===== src/rtl/amb_pkg.sv =====
// ----------------------------------------------------------------------------
// mix bus package
// shared constants, types and helper functions for the mix bus
// ----------------------------------------------------------------------------
package amb_pkg;

   localparam int MAX_FRAMES   = 4096;
   localparam int MAX_CHANNELS = 8;
   localparam int FRAME_W      = 12;
   localparam int CH_W         = 3;
   localparam int ADDR_W       = FRAME_W + CH_W;
   localparam int BUF_DEPTH    = 2 ** ADDR_W;
   localparam int BUF_W        = 32;
   localparam int TANH_BINS    = 512;
   localparam int TANH_AW      = 9;
   localparam int FADE_STEPS   = 8;
   localparam int RMS_STEPS    = 32;
   localparam int SQRT_STEPS   = 32;
   localparam int CNT_W        = 6;
   localparam int REG_IDX_W    = 2;
   localparam int CSR_W        = 16;

   typedef enum logic [1:0] {
      OP_CLEAR  = 2'd0,
      OP_ACC    = 2'd1,
      OP_READ   = 2'd2,
      OP_REPORT = 2'd3
   } op_type;

   typedef enum logic [REG_IDX_W-1:0] {
      REG_CHANNEL_COUNT  = 2'd0,
      REG_FRAME_COUNT    = 2'd1,
      REG_MASTER_GAIN    = 2'd2,
      REG_LIMITER_ENABLE = 2'd3
   } reg_idx_type;

   typedef struct packed {
      logic [23:0] rem;
      logic [63:0] quo;
   } div_state_type;

   typedef struct packed {
      logic [63:0] x;
      logic [63:0] r;
      logic [63:0] one;
   } sqrt_state_type;

   typedef logic [15:0] tanh_rom_type [TANH_BINS];

   function automatic logic [3:0] eff_channels(input logic [3:0] cc);
      logic [3:0] res;
      if (cc == 4'd0) res = 4'd1;
      else if (cc > 4'(MAX_CHANNELS)) res = 4'(MAX_CHANNELS);
      else res = cc;
      return res;
   endfunction

   function automatic logic [12:0] eff_frames(input logic [12:0] fc);
      logic [12:0] res;
      if (fc == 13'd0) res = 13'd1;
      else if (fc > 13'(MAX_FRAMES)) res = 13'(MAX_FRAMES);
      else res = fc;
      return res;
   endfunction

   // restoring long division for the table constants
   function automatic logic [127:0] const_div(input logic [127:0] dvd,
                                              input logic [127:0] dvs);
      logic [127:0] quo;
      logic [127:0] rem;
      quo = '0;
      rem = '0;
      for (int i = 127; i >= 0; i--) begin
         rem = {rem[126:0], dvd[i]};
         if (rem >= dvs) begin
            rem    = rem - dvs;
            quo[i] = 1'b1;
         end
      end
      return quo;
   endfunction

   // round(32767 * tanh(k / 64)) built from a series for e^(-1/32)
   function automatic tanh_rom_type build_tanh();
      logic [63:0]  term;
      logic [63:0]  sum;
      logic [63:0]  stp;
      logic [63:0]  e;
      logic [127:0] num;
      logic [127:0] den;
      logic [127:0] prod;
      tanh_rom_type rom;
      term = 64'd1 << 60;
      sum  = 64'd1 << 60;
      for (int n = 1; n < 12; n++) begin
         term = 64'(const_div({64'd0, term}, {64'd0, 64'd32 * 64'(n)}));
         if (n[0]) sum = sum - term;
         else sum = sum + term;
      end
      stp = (sum + (64'd1 << 27)) >> 28;
      e   = 64'd1 << 32;
      for (int k = 0; k < TANH_BINS; k++) begin
         num    = 128'd32767 * ((128'd1 << 32) - {64'd0, e});
         den    = (128'd1 << 32) + {64'd0, e};
         rom[k] = 16'(const_div(128'd2 * num + den, 128'd2 * den));
         prod   = {64'd0, e} * {64'd0, stp};
         e      = 64'((prod + (128'd1 << 31)) >> 32);
      end
      return rom;
   endfunction

endpackage


===== src/rtl/amb_arith.sv =====
// ----------------------------------------------------------------------------
// shared arithmetic unit
// multiplier, two-bit restoring divide step and square root step
// ----------------------------------------------------------------------------
module amb_arith (
   input  logic signed [32:0]       mul_a,
   input  logic signed [17:0]       mul_b,
   output logic signed [50:0]       mul_p,
   input  amb_pkg::div_state_type   div_cur,
   input  logic [23:0]              div_den,
   output amb_pkg::div_state_type   div_nxt,
   input  amb_pkg::sqrt_state_type  sq_cur,
   output amb_pkg::sqrt_state_type  sq_nxt
);

   logic [24:0] part0;
   logic [24:0] part1;
   logic [23:0] rem0;
   logic        bit0;
   logic        bit1;
   logic [63:0] trial;

   assign mul_p = 51'(mul_a) * 51'(mul_b);

   always_comb begin
      part0 = {div_cur.rem, div_cur.quo[63]};
      bit0  = part0 >= {1'b0, div_den};
      rem0  = bit0 ? 24'(part0 - {1'b0, div_den}) : part0[23:0];
      part1 = {rem0, div_cur.quo[62]};
      bit1  = part1 >= {1'b0, div_den};
      div_nxt.rem = bit1 ? 24'(part1 - {1'b0, div_den}) : part1[23:0];
      div_nxt.quo = {div_cur.quo[61:0], bit0, bit1};
   end

   always_comb begin
      trial      = sq_cur.r + sq_cur.one;
      sq_nxt.one = sq_cur.one >> 2;
      if (sq_cur.x >= trial) begin
         sq_nxt.x = sq_cur.x - trial;
         sq_nxt.r = (sq_cur.r >> 1) + sq_cur.one;
      end else begin
         sq_nxt.x = sq_cur.x;
         sq_nxt.r = sq_cur.r >> 1;
      end
   end

endmodule


===== config.mk =====
export PLATFORM = sky130hd
export DESIGN_NAME = amb_arith
export DESIGN_NICKNAME = d
export VERILOG_FILES = /design/src/rtl/amb_pkg.sv /design/src/rtl/amb_arith.sv
export SDC_FILE = /design/constraint.sdc
export NUM_CORES = 2
export LEC_CHECK = 0
export ABC_AREA = 1
export BUFFER_PORTS_ARGS = -buffer_cell sky130_fd_sc_hd__buf_2
export CAP_MARGIN = 20
export CORE_ASPECT_RATIO = 1.75
export CORE_MARGIN = 2
export CORE_UTILIZATION = 60
export DETAILED_ROUTE_END_ITERATION = 7
export GPL_ROUTABILITY_DRIVEN = 0
export GPL_TIMING_DRIVEN = 0
export PLACE_DENSITY = 0.87
export SYNTH_ARGS = -nofsm -noshare
export SYNTH_HDL_FRONTEND = slang
export SYNTH_SLANG_ARGS = --single-unit

===== constraint.sdc =====
create_clock -name vclk -period 9.2
set_input_delay 0.92 -clock vclk [all_inputs]
set_output_delay 0.92 -clock vclk [all_outputs]
set_load 0.005 [all_outputs]

==> results_dict.tcl, run 1 <==
set metrics [dict create \
    initial_core_util_pct 60.7 \
    syn_area_sq_um 43600 \
    grt_usage_pct 67.0 \
    synth_cells 7306 \
    io_pins 686 \
    die_h_um 361 \
    numPortBuffers 572 \
    synth_area_leader_cell "fa_1" \
    syn_avg_cell_area_sq_um 5.97 \
    die_x_um 208 \
    synth_cell_types 44 \
    grt-ovfl-total 1378 \
    synth_area_leaders "fa_1 26%, nand2_1 19%, inv_1 15%" \
    synth_warnings 0 \
    grt_pass1_wl_um 382000 \
    synth_top_area_share_pct 26.3 \
    grt_max_degree 11 \
    outcome "did not finish" \
    failing_step "5_1_grt" \
    dp_slack_ps -112 \
    seq_area_frac_synth_pct 0 \
    grt_pass1_vias 58100 \
    placed_cells 8803 \
    rows 130 \
    stop_error "[ERROR GRT-0116] Global routing finished with congestion. Check the congestion regions in the DRC Viewer." \
    post-dp-hpwl_um 181000 \
]
-- cells in the mapped netlist, drive strengths merged, types with 13 or more instances --
cell type and number:
nor2 571, ha 361, a21o 20, fa 574, clkbuf 134, nor4 13
xnor2 62, o21bai 39, nor3 61, inv 1775, nand3 326, a21oi 338
o21ai 279, or2 22, nand3b 31, nand4 125, buf 178, nand2 2238
xor2 110
-- stage by stage --
| stage | setup TNS, ps | util (%) | cell area, sq um |
|---|---|---|---|
| CTS | 0 | 66.3 | 47700 |
| detailed placement | -240 | 66.3 | 47700 |
| global placement | 0 | 66.3 | 47700 |
| floorplan | 0 | - | 43600 |
-- logic make-up after synthesis --
family | count (synthesis) | synth area share (%)
AND/OR/NAND/NOR | 3395 | 31.7
buffers and inverters | 2089 | 19.4
adder cells (fa/ha/maj) | 935 | 36.7
AO/OA/AOI/OAI | 714 | 8.74
XOR/XNOR | 172 | 3.45
other | 1 | 0.00860
-- metal layers --
layer,GRT overflow,GRT usage (%)
met1,11,62.9
met2,982,92.3
met3,16,44.1
met4,368,71.0
met5,1,14.5
-- what timing repair did --
| action | CTS |
|---|---|
| gates cloned | 0 |
| resized for setup | 7 |
| setup endpoints to repair | 3 |
| hold buffers | 0 |
| setup buffers | 0 |
==> run 2, diff against run 1 <==
--- a/config.mk
+++ b/config.mk
@@ -8,13 +8,12 @@
 export ABC_AREA = 1
 export BUFFER_PORTS_ARGS = -buffer_cell sky130_fd_sc_hd__buf_2
 export CAP_MARGIN = 20
-export CORE_ASPECT_RATIO = 1.75
 export CORE_MARGIN = 2
-export CORE_UTILIZATION = 60
+export CORE_UTILIZATION = 40
 export DETAILED_ROUTE_END_ITERATION = 7
 export GPL_ROUTABILITY_DRIVEN = 0
 export GPL_TIMING_DRIVEN = 0
-export PLACE_DENSITY = 0.87
+export PLACE_DENSITY_LB_ADDON = 0.15
 export SYNTH_ARGS = -nofsm -noshare
 export SYNTH_HDL_FRONTEND = slang
 export SYNTH_SLANG_ARGS = --single-unit
==> run 2 against run 1 <==
The flow now finishes without violations. Synthesized area unchanged. Synthesized cell count unchanged.
==> results_dict.tcl, run 2 <==
set metrics [dict create \
    outcome "completed" \
    rows 121 \
    crit_path_start_kind "input port" \
    nets 9172 \
    synthTopCellsByCount "2232 x nand2_1, 1771 x inv_1, 574 x fa_1" \
    final_cells 9305 \
    antenna_found_initial 16 \
    critPathKind "in -> out" \
    path_delay_family "adder cells" \
    grt_setup_unrepaired "false" \
    syn_area_sq_um 43600 \
    drtAntennaViolNets 0 \
    coreArea_sq_um 109000 \
    wl_per_cell_um 21.5 \
    drv_slew 0 \
    critPathBufInv 8 \
    fin_crit_sh_pct 97.2 \
    final_cell_mix "2232 x nand2_1, 1771 x inv_1, 582 x buf_2" \
    crit_path_max_fanout 10 \
    synth_cells 7306 \
    fmax_mhz 112 \
    slowest_delay_ps 860 \
    worstHoldPathType "in -> out" \
    via_count 48800 \
    routed_wl_um 200000 \
    crit_slowest_cell "clkbuf_1" \
    die_h_um 334 \
    numPortBuffers 572 \
    seq_area_frac_synth_pct 0 \
    fillers 12100 \
    grt_max_degree 11 \
    io_pins 686 \
    post-route-util_pct 44.5 \
    grt_pass1_vias 47600 \
    vias_per_cell 5.24 \
    syn_avg_cell_area_sq_um 5.97 \
    drtIter0Drc 4511 \
    drv_cap 0 \
    cp.required_ps 8280 \
    fin_area_sq_um 48300 \
    crit_chain "clkbuf_1 -> clkbuf_1 -> nand2_1 -> inv_1 -> fa_1 -> fa_1 -> inv_1 -> fa_1 -> inv_1 -> fa_1 -> fa_1 -> inv_1 -> fa_1 -> inv_1 -> ha_1 -> nand2_1 -> nand2_1 -> o21bai_1 -> a21oi_1 -> nor2_1 -> nor3_1 -> nand3_1 -> xor2_1 -> buf_2" \
    area_growth_pct 10.7 \
    layout_commonest_cell "nand2_1" \
    synth_cell_types 44 \
    layout-drive-gt1-share_pct 9.92 \
    synth_area_leaders "fa_1 26%, nand2_1 19%, inv_1 15%" \
    final-hold-violation-count 0 \
    dieArea_sq_um 112000 \
    grt_usage_pct 34.9 \
    grt-ovfl-total 0 \
    relSlewSlack_pct 25.1 \
    cp-end-kind "primary output" \
    synth_top_area_share_pct 26.3 \
    grt_pass1_wl_um 291000 \
    first_pass_iters 6 \
    cp.arrival_ps 8020 \
    worstMarginPinSlew_ps 1120 \
    placed_cell_area_sq_um 48300 \
    cp_common_cell "fa_1" \
    synthMostInstantiatedCell "nand2_1" \
    synth_area_leader_cell "fa_1" \
    nClkBuffers 0 \
    cts_setup_buffers 0 \
    design.seq.count 0 \
    fin_tns_setup_ps 0 \
    post-dp-hpwl_um 177000 \
    layout_min_cycle_time_ps 8940 \
    setup_viol 0 \
    synth_warnings 0 \
    initial_core_util_pct 40.2 \
    die_x_um 334 \
    drc 0 \
    ff_latch_area_sq_um 0 \
    placed_cells 9294 \
]
[run 2: per-layer routing]
metal / vias to the layer above / track usage (%) / share of wire [%]
met3: 493 / 5.94 / 9.3
met1: 22800 / 43.0 / 39
met4: 4 / 19.9 / 6.9
li1: 23000 / - / -
met2: 2472 / 57.5 / 45
met5: - / 0 / 0.011
[run 2: worst paths after layout]
check	from	endpoint	cells after the start
setup / recovery	mul_b[3]	mul_p[46]	24
hold / removal	div_cur[43]	div_nxt[45]	2
[run 2: layout make-up]
class | instances | area [sq um] | area share [%]
diodes | 11 | 27.5 | 0.0570
well taps | 1414 | 1770 | 3.66
plain buffers | 312 | 1810 | 3.75
multi-input cells | 5218 | 35200 | 72.8
repair buffers | 573 | 2880 | 5.96
inverters | 1777 | 6670 | 13.8
[run 2: kinds of logic (layout without fill, tap and decap cells)]
family                     Yosys count  in the layout  share of synthesized area (%)
and+or+nand+nor                   3395           3395                           31.7
other                                1             13                        0.00860
AOI/OAI and AO/OA                  714            714                           8.74
adders and majority gates          935            935                           36.7
buffers and inverters             2089           2662                           19.4
xor gates and xnor gates           172            172                           3.45
[run 2: repair_timing]
| action | in CTS | in global routing |
|---|---|---|
| resized for setup | 1 | 11 |
| endpoints found under the setup margin | 1 | 14 |
| hold buffers | 0 | 0 |
[run 2: metrics by stage]
stage / hold WS [ps] / setup WS [ps]
after floorplan: 1920 / 2070
after global placement: 2010 / 22.2
after detailed placement: 2010 / -8.03
after CTS: 2010 / 15.5
after global routing: 2010 / 93.2
final: 2010 / 260
Power of run 2 is left out: the tool's default activity adds up to more than one toggle a clock period on the data nets, which glitch-free logic cannot reach.
